==> config.mk <==
export PLATFORM = sky130hd
export DESIGN_NAME = dhci_front_flat
export DESIGN_NICKNAME = d
export VERILOG_FILES = /design/src/rtl/dhci_pkg.sv /design/src/rtl/dhci_in_if.sv /design/src/rtl/dhci_front.sv /design/src/flat_wrapper.sv
export SDC_FILE = /design/constraint.sdc
export NUM_CORES = 1
export LEC_CHECK = 0
export ABC_AREA = 0
export BUFFER_PORTS_ARGS = -buffer_cell sky130_fd_sc_hd__buf_2
export CAP_MARGIN = 20
export CORE_MARGIN = 2
export CORE_UTILIZATION = 29
export CTS_BUF_LIST = sky130_fd_sc_hd__clkbuf_4 sky130_fd_sc_hd__clkbuf_8
export DETAILED_ROUTE_END_ITERATION = 12
export GPL_TIMING_DRIVEN = 1
export SLEW_MARGIN = 40
export SYNTH_ARGS = -nofsm -noshare
export SYNTH_HDL_FRONTEND = slang
export SYNTH_SLANG_ARGS = --single-unit
==> constraint.sdc <==
create_clock -name clk -period 10.8 [get_ports clk]
set_clock_uncertainty 0.1 [all_clocks]
set_input_delay 3.24 -clock clk [delete_from_list [all_inputs] [get_ports clk]]
set_output_delay 3.24 -clock clk [all_outputs]
set_load 0.01 [all_outputs]
==> src/rtl/dhci_pkg.sv <==
// shared types and constants for the deflate hash chain insert unit
// no dependencies
package dhci_pkg;

  localparam int FIELD_W = 15;

  typedef logic [FIELD_W-1:0] field_t;
  typedef logic [7:0]         byte_t;
  typedef logic [23:0]        history_t;
  typedef logic [31:0]        word_t;
  typedef logic [3:0]         hw_t;
  typedef logic [1:0]         seen_t;

  // multiplicative hash constant
  localparam word_t HASH_MULT = 32'h1E35A7BD;

  localparam hw_t   HW_MIN   = 4'd8;
  localparam hw_t   HW_RESET = 4'd15;
  localparam seen_t SEEN_FULL = 2'd3;

endpackage

==> src/rtl/dhci_in_if.sv <==
// input channel of the hash chain insert unit: one byte per item
// depends on dhci_pkg
interface dhci_in_if;
  logic             valid;
  logic             ready;
  dhci_pkg::byte_t  data_byte;
  logic             start_of_buffer;

  modport source (output valid, output data_byte, output start_of_buffer, input ready);
  modport sink   (input valid, input data_byte, input start_of_buffer, output ready);
endinterface

==> src/rtl/dhci_front.sv <==
// byte history, window position and hash multiply ahead of the head lookup
// depends on dhci_pkg and dhci_in_if
module dhci_front #(
  parameter int WINDOW_BITS = 15
) (
  input  logic                   clk,
  input  logic                   rst_n,
  dhci_in_if.sink                in_if,
  input  logic                   s1_take,
  input  logic                   s1_block,
  output logic                   s1_valid,
  output dhci_pkg::word_t        s1_prod,
  output logic [WINDOW_BITS-1:0] s1_pos
);

  dhci_pkg::history_t     hist_r, hist_nxt;
  dhci_pkg::seen_t        seen_r, seen_nxt;
  logic [WINDOW_BITS-1:0] npos_r, npos_nxt;
  logic                   s1_v_r, s1_v_nxt;
  dhci_pkg::word_t        prod_r;
  logic [WINDOW_BITS-1:0] pos_r;
  dhci_pkg::word_t        word;
  logic                   accept;
  logic                   insert;

  assign in_if.ready = !s1_block && (!s1_v_r || s1_take);
  assign accept      = in_if.valid && in_if.ready;
  assign word        = {in_if.data_byte, hist_r};
  assign insert      = accept && !in_if.start_of_buffer && (seen_r == dhci_pkg::SEEN_FULL);

  always_comb begin
    hist_nxt = hist_r;
    seen_nxt = seen_r;
    npos_nxt = npos_r;
    if (accept) begin
      if (in_if.start_of_buffer) begin
        hist_nxt = {in_if.data_byte, 16'h0000};
        seen_nxt = 2'd1;
        npos_nxt = '0;
      end else begin
        hist_nxt = word[31:8];
        if (seen_r != dhci_pkg::SEEN_FULL) begin
          seen_nxt = seen_r + 2'd1;
        end else begin
          npos_nxt = npos_r + 1'b1;
        end
      end
    end
  end

  always_comb begin
    s1_v_nxt = s1_v_r;
    if (insert) begin
      s1_v_nxt = 1'b1;
    end else if (s1_take) begin
      s1_v_nxt = 1'b0;
    end
  end

  always_ff @(posedge clk) begin
    if (!rst_n) begin
      hist_r <= '0;
      seen_r <= '0;
      npos_r <= '0;
      s1_v_r <= 1'b0;
    end else begin
      hist_r <= hist_nxt;
      seen_r <= seen_nxt;
      npos_r <= npos_nxt;
      s1_v_r <= s1_v_nxt;
    end
  end

  // low 32 bits of the product, registered before the shift
  always_ff @(posedge clk) begin
    if (insert) begin
      prod_r <= word * dhci_pkg::HASH_MULT;
      pos_r  <= npos_r;
    end
  end

  assign s1_valid = s1_v_r;
  assign s1_prod  = prod_r;
  assign s1_pos   = pos_r;

endmodule

==> src/flat_wrapper.sv <==
// flat-port wrapper written by rule: the top's interface ports become plain ports
module dhci_front_flat 
#(
  parameter int WINDOW_BITS = 15
)
  (clk, rst_n, s1_take, s1_block, s1_valid, s1_prod, s1_pos, in_if_valid, in_if_data_byte, in_if_start_of_buffer, in_if_ready);
  dhci_in_if in_if_i ();
  input  logic clk;
  input  logic rst_n;
  input  logic s1_take;
  input  logic s1_block;
  output logic s1_valid;
  output dhci_pkg::word_t s1_prod;
  output logic [WINDOW_BITS-1:0] s1_pos;
  input wire logic [$bits(in_if_i.valid)-1:0] in_if_valid;
  input wire logic [$bits(in_if_i.data_byte)-1:0] in_if_data_byte;
  input wire logic [$bits(in_if_i.start_of_buffer)-1:0] in_if_start_of_buffer;
  output wire logic [$bits(in_if_i.ready)-1:0] in_if_ready;
  assign in_if_i.valid = in_if_valid;
  assign in_if_i.data_byte = in_if_data_byte;
  assign in_if_i.start_of_buffer = in_if_start_of_buffer;
  assign in_if_ready = in_if_i.ready;
  dhci_front #(.WINDOW_BITS(WINDOW_BITS)) u_core (.clk(clk), .rst_n(rst_n), .in_if(in_if_i), .s1_take(s1_take), .s1_block(s1_block), .s1_valid(s1_valid), .s1_prod(s1_prod), .s1_pos(s1_pos));
endmodule
==> results.md <==
* Final Cell Area at about 14000 sq um
* Sw frac at approximately 40%
* Sequential power share at a little under a third
* Hold Path Class: flip-flop to flip-flop
* Worst path max stage delay at roughly 0.55 ns
* CP Capture Type: flip-flop
* Core area at between 40000 and 50000 sq um
* Chip height at between 200 and 250 um
* Clock Power Share at 17.8%
* Die area at 46310 sq um
* Vias in the first global route at ~9500
* Reg-to-reg slack, setup at between 3 and 4 ns
* Post-synth EDFFs at between 40 and 50
* YS warnings at 0
* Most common cell type on the critical path: fa_1
* Max_cap viols at 0
* Critical path class: input port to flip-flop
* Switch Pwr at 0.5257 mW
* Clock sink count at 89
* Row Count at 77
* Hold buffers post-CTS at 0
* CTS Buffer Depth at 2
* Area grow syn2layout at 9.102%
* Yosys reg bits at a little under 90
* Wire length of the first global-routing pass at between 50 and 60 mm
* Critical path startpoint category: input port
* WP data arrival at between 8 and 9 ns
* Pre-Repair DR Iteration Count at 4
* Initial antenna violation count at 0
* Chip width at 215.2 um
* # Post-CTS Setup Buffers at 0
* Worst endpoint required time at approximately 11 ns
* Ant. Diodes at 0
* Syn nets at ~1700
* Final count of pins violating max slew at 0
* Commonest non-fill, non-tap cell in the layout: inv_1
* Post-Syn Instances at roughly 1300
* Post-layout nets at 1773
* Sequential area share after synthesis at around 17%
* Slew headroom at 40.74%
* Post-layout min period at 8.851 ns
* Gate power share at 52.0%
* HPWL after DPL at 26.96 mm
* Iteration-0 DRC Markers at a little under 500
* DRC viols at 0
* Crit path cell chain: buf_2 > inv_1 > fa_1 > inv_1 > fa_1 > fa_1 > ha_1 > inv_1 > fa_1 > inv_1 > fa_1 > fa_1 > inv_1 > fa_1 > inv_1 > ha_1 > nand4_1 > a31oi_1 > o41ai_1 > nand3_1 > o311ai_0
* Max FO, Critical Path at 5
* Status: complete, no violations
* Initial Util at approximately 29%
* Commonest cells after routing, fill and taps aside: inv_1, fa_1, ha_1
* Routed len/inst at approximately 16 um
* IO buf count at 62
* Layout cell share with drive strength beyond 1 at under 10%
* Via count at a little under 9000
* Final period utilization at 81.95%
* RSZ-0062 raised after global routing: no
* Slowest stage cell, crit path: fa_1
* GR Overflow Total at 0
* CTS tree: yes
* Num ports at between 60 and 70
* Max IR drop VDD at ~0.094 mV
* Worst-Margin Slew at ~0.9 ns
* Largest net degree at the start of global routing at 52
* Max Freq at roughly 110 MHz
* Setup TNS at 0 ns
* Leading register cell type out of synthesis: edfxtp_1
* Leakage at 7.361 nW
* Global Route Usage Sum at around 15%
* Vias per Instance at 4.498
* Dpl cell area at 13930 sq um
* H-tree depth at 3
* Fin. Hold Viols at 0
* Power Dens Cells at about 91 nW/um^2
* Syn_area_per_cell at ~10 sq um
* Routed WL at approximately 32 mm
* Pint at about 0.75 mW
* Worst-path clk slew at about 0.1 ns
* Final setup viols at 0
* Async S/R FF share, synth at 0%
* DRT antenna net count at 0
* Insertion delay of the later-clocked pin in the worst-skew pair at 0.42 ns
* Post_cts resized at 0
* Clock Tree Root: clkbuf_8
* Routability-driven placement congestion ratio at roughly 0.87
* Post-Syn Area at ~13000 sq um
* Total CTS buffers at 9
* Synth cell types at 50
==> critical path: cells and delay by family <==
| family | cells | cell delay [ns] |
|---|---|---|
| simple gates | 2 | 0.34 |
| compound gates | 3 | 0.78 |
| fa+ha+maj | 9 | 4.05 |
| buf+inv | 7 | 0.52 |
==> state kept, by name (all words and copies together) (netlist names) <==
name,count
u_core.s1_pos,15
u_core.hist_r,24
u_core.npos_r,15
u_core.s1_prod,32
u_core.s1_valid,1
u_core.seen_r,2
==> final timing paths <==
path,depth (start not counted),from,to
setup / recovery,21,in_if_data_byte[0],u_core.s1_prod[30]
setup reg to reg,20,u_core.hist_r[10],u_core.s1_prod[30]
hold reg to reg,0,u_core.npos_r[14],u_core.s1_pos[14]
hold / removal,0,u_core.npos_r[14],u_core.s1_pos[14]
==> power groups by stage <==
stage / clock [mW] / sequential (mW) / combinational (mW)
6_report: 0.227 / 0.387 / 0.666
5_1_grt: 0.250 / 0.387 / 0.761
4_1_cts: 0.239 / 0.387 / 0.675
3_5_place_dp: 0 / 0.395 / 0.674
3_3_place_gp: 0 / 0.395 / 0.645
2_1_floorplan: 0 / 0.392 / 0.513
==> per-stage QoR <==
step	hold WS, ns	utilization, %	setup WS, ns	cells	total power, mW
2_1_floorplan	0.3074	-	2.085	1280	0.9052
3_3_place_gp	0.3514	31.57	1.618	1918	1.039
3_5_place_dp	0.3447	31.57	1.486	1918	1.069
4_1_cts	0.3704	31.98	1.956	1934	1.301
5_1_grt	0.3855	31.98	1.490	1934	1.399
6_report	0.3804	31.98	1.949	1934	1.281
==> area by class of cell <==
class,count,area [sq um]
Tap cell,592,740.7
Clock buffer,10,131.4
Clock inverter,6,48.80
Timing Repair Buffer,67,347.8
Sequential cell,89,2252
Fill cell,4599,30010
Multi-Input combinational cell,774,9105
Inverter,396,1486
==> metal layers <==
metal	wire, um	track usage (%)	vias to the layer above
li1	-	-	4081
met3	1620	2.548	36
met5	0	0	-
met2	14500	23.45	192
met1	14800	20.16	4391
met4	684	3.839	0
==> cell usage after synthesis (4+ instances only) <==
cell	number	area (sq um)
a211oi_1	9	67.56
xnor2_1	47	411.6
and3_1	5	31.28
clkbuf_1	14	52.55
xor2_1	9	78.83
ha_1	196	2452
a31oi_1	9	56.30
a311oi_1	7	61.31
a21oi_1	54	270.3
a21o_1	8	60.06
nor2_1	43	161.4
nor3_1	26	130.1
nand3_1	13	65.06
nor2b_1	4	25.02
inv_1	396	1486
nand4_1	4	25.02
fa_1	226	4524
o21a_1	8	60.06
buf_2	5	25.02
o21ai_0	23	115.1
and2_1	4	25.02
dfxtp_1	42	840.8
nand2_1	42	157.7
edfxtp_1	47	1411
==> cell families after synthesis <==
group / count (synthesis) / share of synthesized area, %
flops: 89 / 17.41
xor+xnor: 56 / 3.792
simple gates: 150 / 5.359
fa+ha+maj: 422 / 53.94
buf+inv: 417 / 12.22
compound gates: 146 / 7.284
(Power assumes the default switching activity.)
